**config.mk**
```make
export PLATFORM = sky130hd
export DESIGN_NAME = i2c_master_bit_engine
export DESIGN_NICKNAME = d
export VERILOG_FILES = /design/src/i2cm_pkg.sv /design/src/i2cm_core.sv /design/src/i2cm_out_stage.sv /design/src/i2c_master_bit_engine.sv
export SDC_FILE = /design/constraint.sdc
export NUM_CORES = 1
export LEC_CHECK = 0
export BUFFER_PORTS_ARGS = -buffer_cell sky130_fd_sc_hd__buf_2
export CORE_MARGIN = 2
export CORE_UTILIZATION = 40
export CTS_CLUSTER_DIAMETER = 50
export CTS_CLUSTER_SIZE = 8
export DETAILED_ROUTE_END_ITERATION = 10
export PLACE_DENSITY = 0.59
export RECOVER_POWER = 25
export SETUP_SLACK_MARGIN = 0.2
export SYNTH_ARGS = -nofsm -noshare
export SYNTH_HDL_FRONTEND = slang
export SYNTH_HIERARCHICAL = 1
export SYNTH_SLANG_ARGS = --single-unit
```
**constraint.sdc**
```tcl
create_clock -name aclk -period 5.85 [get_ports aclk]
set_clock_uncertainty 0.15 [all_clocks]
set_input_delay 0.585 -clock aclk [delete_from_list [all_inputs] [get_ports aclk]]
set_output_delay 0.585 -clock aclk [all_outputs]
set_load 0.01 [all_outputs]
```
**src/i2cm_pkg.sv**
```systemverilog
// Shared types and constants for the I2C master bit engine.
`timescale 1ns / 1ps

package i2cm_pkg;

    localparam int unsigned CFG_DATA_W  = 16;
    localparam int unsigned CFG_INDEX_W = 2;

    localparam logic [CFG_INDEX_W-1:0] CFG_ACK_TIMEOUT = 2'd0;
    localparam logic [CFG_INDEX_W-1:0] CFG_PHASE_TICKS = 2'd1;

    localparam logic [15:0] ACK_TIMEOUT_RST = 16'd2000;
    localparam logic [7:0]  PHASE_TICKS_RST = 8'd1;

    localparam logic [2:0] FUNC_TICK  = 3'd0;
    localparam logic [2:0] FUNC_START = 3'd1;
    localparam logic [2:0] FUNC_STOP  = 3'd2;
    localparam logic [2:0] FUNC_WRITE = 3'd3;
    localparam logic [2:0] FUNC_WACK  = 3'd4;
    localparam logic [2:0] FUNC_READ  = 3'd5;

    typedef enum logic [4:0] {
        PH_IDLE    = 5'd0,
        PH_ST_A    = 5'd1,
        PH_ST_B    = 5'd2,
        PH_ST_C    = 5'd3,
        PH_SP_A    = 5'd4,
        PH_SP_B    = 5'd5,
        PH_WR_PRE  = 5'd6,
        PH_WR_BIT  = 5'd7,
        PH_WR_HIGH = 5'd8,
        PH_WA_REL  = 5'd9,
        PH_WA_HIGH = 5'd10,
        PH_WA_POLL = 5'd11,
        PH_WA_LOW  = 5'd12,
        PH_RD_LOW  = 5'd13,
        PH_RD_HIGH = 5'd14,
        PH_RD_HOLD = 5'd15,
        PH_AK_A    = 5'd16,
        PH_AK_B    = 5'd17,
        PH_AK_C    = 5'd18,
        PH_AK_D    = 5'd19,
        PH_AK_E    = 5'd20
    } phase_t;

    typedef struct packed {
        logic [2:0] func;
        logic [7:0] tx_byte;
        logic       send_ack;
        logic       sda_in;
    } in_item_t;

    typedef struct packed {
        logic       scl_level;
        logic       sda_level;
        logic       busy_res;
        logic       done_res;
        logic [7:0] rx_byte;
        logic       ack_received;
        logic       timed_out;
    } out_item_t;

    typedef struct packed {
        logic      load;
        out_item_t result;
    } step_res_t;

endpackage

```
**src/i2cm_core.sv**
```systemverilog
// Bus phase sequencer: state registers and the per-transaction step logic.
`timescale 1ns / 1ps

module i2cm_core
    import i2cm_pkg::*;
(
    input  logic                   aclk,
    input  logic                   aresetn,
    input  logic                   cfg_wr_en,
    input  logic [CFG_INDEX_W-1:0] cfg_index,
    input  logic [CFG_DATA_W-1:0]  cfg_data,
    input  logic                   step_en,
    input  in_item_t               item,
    output step_res_t              step_res
);

    phase_t      phase_reg, phase_next;
    logic [3:0]  bit_cnt_reg, bit_cnt_next;
    logic [7:0]  shift_reg, shift_next;
    logic [7:0]  timer_reg, timer_next;
    logic [15:0] wait_cnt_reg, wait_cnt_next;
    logic        scl_reg, scl_next;
    logic        sda_reg, sda_next;
    logic        ack_choice_reg, ack_choice_next;
    logic [7:0]  rx_hold_reg, rx_hold_next;
    logic        ack_flag_reg, ack_flag_next;
    logic        timeout_reg, timeout_next;
    logic [15:0] ack_timeout_reg;
    logic [7:0]  phase_ticks_reg;

    logic        done;
    logic        enter_en;
    phase_t      enter_ph;
    logic [3:0]  bit_inc;
    logic [7:0]  plen;

    always_ff @(posedge aclk) begin
        if (!aresetn) begin
            ack_timeout_reg <= ACK_TIMEOUT_RST;
            phase_ticks_reg <= PHASE_TICKS_RST;
        end else if (cfg_wr_en) begin
            unique case (cfg_index)
                CFG_ACK_TIMEOUT: ack_timeout_reg <= cfg_data;
                CFG_PHASE_TICKS: phase_ticks_reg <= cfg_data[7:0];
                default: ;
            endcase
        end
    end

    always_ff @(posedge aclk) begin
        if (!aresetn) begin
            phase_reg      <= PH_IDLE;
            bit_cnt_reg    <= '0;
            shift_reg      <= '0;
            timer_reg      <= '0;
            wait_cnt_reg   <= '0;
            scl_reg        <= 1'b1;
            sda_reg        <= 1'b1;
            ack_choice_reg <= 1'b0;
            rx_hold_reg    <= '0;
            ack_flag_reg   <= 1'b0;
            timeout_reg    <= 1'b0;
        end else if (step_en) begin
            phase_reg      <= phase_next;
            bit_cnt_reg    <= bit_cnt_next;
            shift_reg      <= shift_next;
            timer_reg      <= timer_next;
            wait_cnt_reg   <= wait_cnt_next;
            scl_reg        <= scl_next;
            sda_reg        <= sda_next;
            ack_choice_reg <= ack_choice_next;
            rx_hold_reg    <= rx_hold_next;
            ack_flag_reg   <= ack_flag_next;
            timeout_reg    <= timeout_next;
        end
    end

    assign plen    = (phase_ticks_reg == 8'd0) ? 8'd1 : phase_ticks_reg;
    assign bit_inc = bit_cnt_reg + 4'd1;

    always_comb begin
        phase_next      = phase_reg;
        bit_cnt_next    = bit_cnt_reg;
        shift_next      = shift_reg;
        timer_next      = timer_reg;
        wait_cnt_next   = wait_cnt_reg;
        scl_next        = scl_reg;
        sda_next        = sda_reg;
        ack_choice_next = ack_choice_reg;
        rx_hold_next    = rx_hold_reg;
        ack_flag_next   = ack_flag_reg;
        timeout_next    = timeout_reg;
        done            = 1'b0;
        enter_en        = 1'b0;
        enter_ph        = PH_IDLE;

        if (phase_reg == PH_IDLE) begin
            // commands are only taken while idle; other codes act as a tick
            case (item.func)
                FUNC_START: begin
                    enter_en = 1'b1;
                    enter_ph = PH_ST_A;
                end
                FUNC_STOP: begin
                    enter_en = 1'b1;
                    enter_ph = PH_SP_A;
                end
                FUNC_WRITE: begin
                    shift_next   = item.tx_byte;
                    bit_cnt_next = '0;
                    enter_en     = 1'b1;
                    enter_ph     = PH_WR_PRE;
                end
                FUNC_WACK: begin
                    ack_flag_next = 1'b0;
                    timeout_next  = 1'b0;
                    wait_cnt_next = '0;
                    enter_en      = 1'b1;
                    enter_ph      = PH_WA_REL;
                end
                FUNC_READ: begin
                    shift_next      = '0;
                    bit_cnt_next    = '0;
                    ack_choice_next = item.send_ack;
                    enter_en        = 1'b1;
                    enter_ph        = PH_RD_LOW;
                end
                default: ;
            endcase
        end else if (phase_reg == PH_WA_POLL) begin
            if (!item.sda_in) begin
                ack_flag_next = 1'b1;
                enter_en      = 1'b1;
                enter_ph      = PH_WA_LOW;
            end else if (wait_cnt_reg >= ack_timeout_reg) begin
                ack_flag_next = 1'b0;
                timeout_next  = 1'b1;
                enter_en      = 1'b1;
                enter_ph      = PH_SP_A;
            end else begin
                wait_cnt_next = wait_cnt_reg + 16'd1;
            end
        end else if (timer_reg > 8'd1) begin
            timer_next = timer_reg - 8'd1;
        end else begin
            unique case (phase_reg)
                PH_ST_A:    begin enter_en = 1'b1; enter_ph = PH_ST_B;    end
                PH_ST_B:    begin enter_en = 1'b1; enter_ph = PH_ST_C;    end
                PH_SP_A:    begin enter_en = 1'b1; enter_ph = PH_SP_B;    end
                PH_WR_PRE:  begin enter_en = 1'b1; enter_ph = PH_WR_BIT;  end
                PH_WR_BIT:  begin enter_en = 1'b1; enter_ph = PH_WR_HIGH; end
                PH_WR_HIGH: begin
                    scl_next     = 1'b0;
                    shift_next   = {shift_reg[6:0], 1'b0};
                    bit_cnt_next = bit_inc;
                    if (bit_inc >= 4'd8) begin
                        // last bit: release SDA for the slave's ack
                        sda_next   = 1'b1;
                        phase_next = PH_IDLE;
                        timer_next = '0;
                        done       = 1'b1;
                    end else begin
                        enter_en = 1'b1;
                        enter_ph = PH_WR_BIT;
                    end
                end
                PH_WA_REL:  begin enter_en = 1'b1; enter_ph = PH_WA_HIGH; end
                PH_WA_HIGH: begin enter_en = 1'b1; enter_ph = PH_WA_POLL; end
                PH_RD_LOW:  begin enter_en = 1'b1; enter_ph = PH_RD_HIGH; end
                PH_RD_HIGH: begin
                    shift_next = {shift_reg[6:0], item.sda_in};
                    enter_en   = 1'b1;
                    enter_ph   = PH_RD_HOLD;
                end
                PH_RD_HOLD: begin
                    bit_cnt_next = bit_inc;
                    enter_en     = 1'b1;
                    if (bit_inc >= 4'd8) begin
                        rx_hold_next = shift_reg;
                        enter_ph     = PH_AK_A;
                    end else begin
                        enter_ph = PH_RD_LOW;
                    end
                end
                PH_AK_A: begin enter_en = 1'b1; enter_ph = PH_AK_B; end
                PH_AK_B: begin enter_en = 1'b1; enter_ph = PH_AK_C; end
                PH_AK_C: begin enter_en = 1'b1; enter_ph = PH_AK_D; end
                PH_AK_D: begin
                    if (ack_choice_reg) begin
                        enter_en = 1'b1;
                        enter_ph = PH_AK_E;
                    end else begin
                        phase_next = PH_IDLE;
                        timer_next = '0;
                        done       = 1'b1;
                    end
                end
                default: begin
                    phase_next = PH_IDLE;
                    timer_next = '0;
                    done       = 1'b1;
                end
            endcase
        end

        // entry actions of the new phase
        if (enter_en) begin
            phase_next = enter_ph;
            timer_next = plen;
            unique case (enter_ph)
                PH_ST_A:    begin scl_next = 1'b1; sda_next = 1'b1; end
                PH_ST_B:    sda_next = 1'b0;
                PH_ST_C:    scl_next = 1'b0;
                PH_SP_A:    begin sda_next = 1'b0; scl_next = 1'b1; end
                PH_SP_B:    sda_next = 1'b1;
                PH_WR_PRE:  scl_next = 1'b0;
                PH_WR_BIT:  begin scl_next = 1'b0; sda_next = shift_next[7]; end
                PH_WR_HIGH: scl_next = 1'b1;
                PH_WA_REL:  sda_next = 1'b1;
                PH_WA_HIGH: scl_next = 1'b1;
                PH_WA_POLL: timer_next = '0;
                PH_WA_LOW:  scl_next = 1'b0;
                PH_RD_LOW:  begin scl_next = 1'b0; sda_next = 1'b1; end
                PH_RD_HIGH: scl_next = 1'b1;
                PH_AK_A:    scl_next = 1'b0;
                PH_AK_B:    sda_next = !ack_choice_next;
                PH_AK_C:    scl_next = 1'b1;
                PH_AK_D:    scl_next = 1'b0;
                PH_AK_E:    sda_next = 1'b1;
                default: ;
            endcase
        end
    end

    assign step_res.load                = step_en;
    assign step_res.result.scl_level    = scl_next;
    assign step_res.result.sda_level    = sda_next;
    assign step_res.result.busy_res     = (phase_next != PH_IDLE);
    assign step_res.result.done_res     = done;
    assign step_res.result.rx_byte      = rx_hold_next;
    assign step_res.result.ack_received = ack_flag_next;
    assign step_res.result.timed_out    = timeout_next;

endmodule

```
**src/i2cm_out_stage.sv**
```systemverilog
// Result register with valid/ready handshake toward the consumer.
`timescale 1ns / 1ps

module i2cm_out_stage
    import i2cm_pkg::*;
(
    input  logic      aclk,
    input  logic      aresetn,
    input  step_res_t step_res,
    output logic      can_load,
    output logic      m_valid,
    input  logic      m_ready,
    output out_item_t m_data
);

    logic      valid_reg;
    out_item_t data_reg;

    always_ff @(posedge aclk) begin
        if (!aresetn) begin
            valid_reg <= 1'b0;
        end else if (step_res.load) begin
            valid_reg <= 1'b1;
        end else if (m_ready) begin
            valid_reg <= 1'b0;
        end
    end

    always_ff @(posedge aclk) begin
        if (step_res.load) begin
            data_reg <= step_res.result;
        end
    end

    // a new result may replace the held one in the cycle it is taken
    assign can_load = !valid_reg || m_ready;
    assign m_valid  = valid_reg;
    assign m_data   = data_reg;

endmodule

```
**src/i2c_master_bit_engine.sv**
```systemverilog
// The result of a transaction is registered and shows on m_* in the cycle after it.
// Throughput: one transaction per cycle unless a held result stalls on m_ready low; the
// output register lets s_ready stay high while a held result is taken in the same cycle.
// Each phase but the ack poll lasts phase_ticks transactions (0 as 1), by the phase timer.
// Reset (aresetn low, synchronous): idle, SCL and SDA released, registers to defaults.
`timescale 1ns / 1ps

module i2c_master_bit_engine
    import i2cm_pkg::*;
(
    input  logic                   aclk,
    input  logic                   aresetn,
    input  logic                   cfg_wr_en,
    input  logic [CFG_INDEX_W-1:0] cfg_index,
    input  logic [CFG_DATA_W-1:0]  cfg_data,
    input  logic                   s_valid,
    output logic                   s_ready,
    input  in_item_t               s_data,
    output logic                   m_valid,
    input  logic                   m_ready,
    output out_item_t              m_data
);

    step_res_t step_res;
    logic      can_load;

    assign s_ready = can_load;

    i2cm_core u_core (
        .aclk      (aclk),
        .aresetn   (aresetn),
        .cfg_wr_en (cfg_wr_en),
        .cfg_index (cfg_index),
        .cfg_data  (cfg_data),
        .step_en   (s_valid && can_load),
        .item      (s_data),
        .step_res  (step_res)
    );

    i2cm_out_stage u_out (
        .aclk     (aclk),
        .aresetn  (aresetn),
        .step_res (step_res),
        .can_load (can_load),
        .m_valid  (m_valid),
        .m_ready  (m_ready),
        .m_data   (m_data)
    );

endmodule

```
==> run summary, run 1 <==
Drt via density -> 5.50
Dpl cells -> 828
Worst-path clk slew -> 60 ps
M3 GR Usage -> 0.0455
Most frequent CP cell -> o21ai_1
Max-Cap Viols -> 1
WL per Instance -> 15.7 µm
H-tree depth -> 3
Slew HR -> -0.568
Initial DRC Count -> 420
Ys Warns -> 6
Hold-fix buffers at CTS -> 0
Fin area -> 5910 µm²
Peak supply drop -> 178 µV
CTS Buf Count -> 9
Final instance count without filler cells -> 844
Drt drc -> 0
RSZ-0062 raised after global routing -> false
Fin crit period -> 3380 ps
Mapped cell area -> 5310 µm²
Met2 Usage GRT -> 0.323
CTS sink cnt -> 93
Part of the power in registers -> 0.415
Synth Register Bits -> 93
Slew Viols, Final -> 49
RePlAce Congestion -> 0.912
CTS tree -> done
Core box area -> 13100 µm²
Total negative slack -> 0 ps
Cell count after synthesis -> 636
Clock Path Buffers -> 2
GRT overflow -> 0
Clock Latency Late Sink -> 340 ps
Ant diodes -> 0
Worst Path Buf+Inv -> 1
Root buf cell -> clkbuf_16
Die X-Extent -> 119 µm
Clock Power Share -> 0.361
Site row count -> 42
WP data arrival -> 3460 ps
GRT Resource Usage Total -> 0.192
Crit path cell chain -> inv_1, ha_1, nand2b_1, a2111oi_2, o21ai_1, a31oi_1, o21ai_1, nor3_2, o21ai_2, nor4_1, xnor2_1, nor2_1
Vias -> 4638
Final Hold Vio Count -> 0
Leakage -> 2.30 nW
Internal Power -> 0.00122 W
Setup violators final -> 0
Resize count post-CTS -> 0
Port Buf Inserts -> 51
Switching share of total power -> 0.302
GRT Max-Usage Layer -> met2
Number of synthesized flops with an enable pin -> 14
Synth cell types -> 76
Logic pwr share -> 0.224
Antenna violations before repair -> 0
First-pass GRT wire length -> 22000 µm
Failing checks -> max-capacitance violations, max-slew violations
Antenna Nets Post-Route -> 0
GR Util met1 -> 0.238
Placed standard-cell area -> 5610 µm²
First drt pass iteration count -> 5
Synth async-reset ratio -> 0
Worst Path Required -> 5930 ps
Most frequent cells in the layout -> dfxtp_1 (79), nand2_1 (78), nor2_1 (73)
Main synth FF type -> dfxtp_1
Number of global-route vias before repair -> 4544
Worst Setup Path Type -> reg2reg
Critical Path Max Stage Delay -> 480 ps
Die Y -> 119 µm
Nets -> 719
Top Ports -> 52
Slew at the pin closest to its max-slew limit -> 2350 ps
Crit path max-delay cell type -> nor4_1
Post CTS Setup Buffer Count -> 0
Routed WL -> 13200 µm
Die ar. -> 14200 µm²
Crit end category -> flip-flop
Cell Pwr Density -> 295 nW/µm²
Avg Cell Area, Syn -> 8.35 µm²
Largest delay share family, worst path -> compound AO/OA/AOI/OAI gates
Hold Crit Class -> reg2reg
Initial Util -> 0.406
HPWL after DPL -> 9420 µm
Status -> finished with violations
Crit share post-route -> 0.578
Share of cells above drive strength 1 -> 0.145
CP Launch Type -> flip-flop
Critical path fanouts, max -> 17
Synth-to-Final Area Change -> 11.3%
Fmax -> 296 MHz
Register area share after synthesis -> 0.377
Largest net degree at the start of global routing -> 49
Post-Syn Nets -> 692
Commonest non-fill, non-tap cell in the layout -> dfxtp_1
P_sw -> 0.000527 W
[path summary, 6_finish.rpt]
check                                                 to  cells after the start                                   start  slack, ps
setup / recovery     u_core/wait_cnt_reg[9]$_SDFFE_PN0P_                     12     u_core/wait_cnt_reg[0]$_SDFFE_PN0P_       2470
hold / removal    u_core/ack_timeout_reg[1]$_SDFFE_PN0P_                      2  u_core/ack_timeout_reg[1]$_SDFFE_PN0P_        310
setup reg to reg     u_core/wait_cnt_reg[9]$_SDFFE_PN0P_                     12     u_core/wait_cnt_reg[0]$_SDFFE_PN0P_       2470
hold reg to reg   u_core/ack_timeout_reg[1]$_SDFFE_PN0P_                      2  u_core/ack_timeout_reg[1]$_SDFFE_PN0P_        310
[worst reg2reg max path: stages (launching register included)]
cell	delay, ps
dfxtp_1	380
inv_1	80
ha_1	280
nand2b_1	150
a2111oi_2	390
o21ai_1	120
a31oi_1	290
o21ai_1	180
nor3_2	290
o21ai_2	260
nor4_1	490
xnor2_1	170
nor2_1	50
[power groups by stage]
stage / Sequential, W / Clock [W] / Combinational (W)
3_5_place_dp: 0.000736 / 0 / 0.000385
3_3_place_gp: 0.000734 / 0 / 0.000379
2_1_floorplan: 0.000723 / 0 / 0.000307
4_1_cts: 0.000722 / 0.000645 / 0.000388
5_1_grt: 0.000729 / 0.000669 / 0.000432
6_report: 0.000723 / 0.000629 / 0.000390
[cell type report]
class	instances	area, µm²
flip-flops and latches	93	2000
fillers	1280	7170
repair buffers	56	280
clock inverters	2	38.8
well taps	176	220
clock buffers	14	285
multi-input cells	473	2970
inverters	30	113
[cell usage after synthesis, types with 10 or more instances]
cell      instances  area [µm²]
mux2i_1          15         150
nor2b_1          12        75.1
ha_1             20         250
xnor2_1          16         140
o211ai_1         10        75.1
nand3_1          21         105
a21oi_1          48         240
o21ai_0          21         105
nor3_1           20         100
nand2b_1         10        62.6
inv_1            30         113
edfxtp_1         14         420
dfxtp_1          79        1580
clkbuf_1         17        63.8
nand2_1          78         293
nor2_1           73         274
[layer usage]
metal,part of all wire,up-vias,wire length [µm]
li1,-,2312,-
met1,0.45,2180,5890
met2,0.49,126,6510
met3,0.041,20,545
met4,0.021,0,274
met5,0,-,0
[per-stage QoR]
stage               utilization  hold WS (ps)  setup slack, ps  power, W
floorplan                     -           286             3040   0.00103
global placement          0.429           298             2590   0.00111
detailed placement        0.429           301             2510   0.00112
CTS                       0.454           309             2490   0.00175
global route              0.452           323             2180   0.00183
finish                    0.452           307             2470   0.00174
[kinds of logic after synthesis]
logic type,after synthesis,synth area share
mux,24,0.0480
buf+inv,70,0.0629
flops,93,0.377
xor+xnor,19,0.0313
simple gates,262,0.243
fa+ha+maj,20,0.0471
compound gates,148,0.191
Power figures use the tool's default switching activity.
==> inputs of run 2 (changes only) <==
Settings changed: ABC_AREA set to 1, PLACE_DENSITY 0.59 to 0.61.
Clock period 5.85 ns to 3.1 ns, I/O delays scaled along.
==> run summary, run 2 <==
Slew HR -> 0.240 (+0.808)
Main synth FF type -> dfxtp_1
Vias -> 5019 (+8.2%)
Routed WL -> 13700 µm (+3.7%)
WL per Instance -> 14.0 µm (-10%)
RePlAce Congestion -> 0.933 (+2.3%)
HPWL after DPL -> 10400 µm (+10%)
Critical path fanouts, max -> 8 (-9)
Synth top area share -> 0.295 (-0.00243)
Main area contributors after synthesis -> dfxtp_1 (30%), nand2_1 (8.9%), edfxtp_1 (7.8%), inv_1 (7.1%), nor2_1 (6.2%)
Synth cell types -> 50 (-34%)
Crit share post-route -> 0.864 (+0.287)
Max-Cap Viols -> 0 (-1)
Antenna violations before repair -> 0 (unchanged)
Worst-path clk slew -> 70 ps (about the same)
Hold-fix buffers at CTS -> 0 (unchanged)
Drt drc -> 0 (unchanged)
Top Ports -> 52 (unchanged)
Hold Crit Class -> in2reg
WP data arrival -> 2620 ps (-840 ps)
Final instance count without filler cells -> 977 (+16%)
Clock Path Buffers -> 2 (unchanged)
Drt via density -> 5.14 (-6.5%)
Commonest non-fill, non-tap cell in the layout -> nand2_1
Core box area -> 13100 µm² (+0.40%)
Peak supply drop -> 300 µV (+68%)
Logic pwr share -> 0.246 (+0.022)
Avg Cell Area, Syn -> 7.14 µm² (-15%)
Synth async-reset ratio -> 0 (unchanged)
CTS sink cnt -> 93 (unchanged)
CP Launch Type -> flip-flop
Clock Power Share -> 0.341 (-0.020)
Cell Pwr Density -> 555 nW/µm² (+88%)
Number of global-route vias before repair -> 4849 (+6.7%)
Initial DRC Count -> 301 (-28%)
Ant diodes -> 0 (unchanged)
Worst Path Buf+Inv -> 2 (+1)
Most frequent CP cell -> nand2_1
RSZ-0062 raised after global routing -> false
GRT overflow -> 0 (unchanged)
Post CTS Setup Buffer Count -> 0 (unchanged)
Worst Path Required -> 3040 ps (-2890 ps)
P_sw -> 0.00111 W (+110%)
Crit path max-delay cell type -> dfxtp_1
Dpl cells -> 961 (+16%)
Switching share of total power -> 0.331 (+0.0284)
Root buf cell -> clkbuf_16
Status -> finished, final reports clean
Largest delay share family, worst path -> simple AND/OR/NAND/NOR gates
Total negative slack -> 0 ps (unchanged)
First drt pass iteration count -> 7 (+2)
H-tree depth -> 3 (unchanged)
Largest net degree at the start of global routing -> 33 (-33%)
Site row count -> 42 (unchanged)
Crit end category -> flip-flop
Ys Warns -> 6 (unchanged)
Critical Path Max Stage Delay -> 410 ps (-70 ps)
Setup violators final -> 0 (unchanged)
Worst Setup Path Type -> reg2reg
Resize count post-CTS -> 0 (unchanged)
Die X-Extent -> 120 µm (+0.40%)
Most common cell in the synthesized netlist -> nand2_1
Port Buf Inserts -> 51 (unchanged)
CTS tree -> done
Synth area leader -> dfxtp_1
Tot Pwr -> 0.00337 W (+93%)
Synth Register Bits -> 93 (unchanged)
Post-Syn Nets -> 806 (+16%)
Slew at the pin closest to its max-slew limit -> 1140 ps (-1210 ps)
Synth-to-Final Area Change -> 13.2%
Mapped cell area -> 5360 µm² (+0.82%)
Fin crit period -> 2680 ps (-701 ps)
Cell count after synthesis -> 750 (+18%)
Fmax -> 373 MHz (+26%)
First-pass GRT wire length -> 23300 µm (+5.5%)
Initial Util -> 0.408 (+0.00171)
CTS Buf Count -> 9 (unchanged)
Nets -> 852 (+18%)
Die ar. -> 14300 µm² (+0.80%)
Slew Viols, Final -> 0 (-100%)
Internal Power -> 0.00225 W (+85%)
Part of the power in registers -> 0.413 (-0.002)
Number of synthesized flops with an enable pin -> 14 (unchanged)
Register area share after synthesis -> 0.374 (-0.00308)
Synth cell count leaders -> nand2_1 (127), inv_1 (101), nor2_1 (88)
Most frequent cells in the layout -> nand2_1 (127), inv_1 (101), nor2_1 (88)
GRT Resource Usage Total -> 0.202 (+0.0100)
Die Y -> 120 µm (+0.40%)
Pre-CTS setup slack -> 479 ps (-2030 ps)
Final setup margin -> 420 ps (-2050 ps)
Leakage -> 2.88 nW (+25%)
Antenna Nets Post-Route -> 0 (unchanged)
Crit path cell chain -> ha_1, nand2_1, o21bai_1, nand2_1, a21oi_1, nand3_1, nand2_1, nand3_1, nand2_2, inv_1, a21oi_1, inv_1, nor2_1, nand4_1
Share of cells above drive strength 1 -> 0.152 (+0.00710)
Clock Latency Late Sink -> 350 ps (about the same)
Final Hold Vio Count -> 0 (unchanged)
==> run 2: path summary, 6_finish.rpt <==
path	slack, ps	endpoint	start	cells past startpoint
worst min-delay path	30	u_core/ack_timeout_reg[8]$_SDFFE_PN1P_	cfg_data[8]	3
worst min register to register	320	u_core/ack_timeout_reg[5]$_SDFFE_PN0P_	u_core/ack_timeout_reg[5]$_SDFFE_PN0P_	2
worst max-delay path	420	u_out/m_data[11]$_DFFE_PP_	u_core/wait_cnt_reg[15]$_SDFFE_PN0P_	14
worst max register to register	420	u_out/m_data[11]$_DFFE_PP_	u_core/wait_cnt_reg[15]$_SDFFE_PN0P_	14
==> run 2: tightest hold or removal path, cell delays in order <==
cell	delay [ps]
buf_2	70
nand2_1	40
o211ai_1	60
==> run 2: power by group through the flow <==
stage               Sequential, W  Clock, W  Combinational [W]
floorplan                 0.00141         0           0.000615
global placement          0.00141         0           0.000817
detailed placement        0.00142         0           0.000825
CTS                       0.00139   0.00118           0.000830
global route              0.00140   0.00123           0.000939
finish                    0.00139   0.00115           0.000827
==> run 2: kinds of logic after synthesis <==
group | after synthesis | share of synthesized area
compound gates | 157 | 0.167
xor+xnor | 4 | 0.00654
fa+ha+maj | 20 | 0.0467
buf+inv | 138 | 0.103
flops | 93 | 0.374
mux | 1 | 0.00187
simple gates | 337 | 0.301
==> run 2: final cells by class <==
class | count | area [µm²]
Fill cell | 1397 | 7070
Multi-Input combinational cell | 519 | 2810
Sequential cell | 93 | 2000
Inverter | 113 | 424
Timing Repair Buffer | 60 | 307
Clock buffer | 10 | 239
Tap cell | 176 | 220
Clock inverter | 6 | 67.6
==> run 2: layer usage <==
| metal | wire (µm) | global-route usage |
|---|---|---|
| met5 | 0 | 0 |
| met4 | 277 | 0.0794 |
| met3 | 731 | 0.0337 |
| met2 | 6210 | 0.332 |
| met1 | 6490 | 0.265 |
==> run 2: through the flow <==
step	utilization	hold slack, ps	instance area [µm²]
after detailed placement	0.439	304	5770
after global placement	0.439	303	5770
after global routing	0.462	44.2	6070
after CTS	0.462	14.1	6080
final	0.462	30.4	6070
after floorplan	-	279	5360
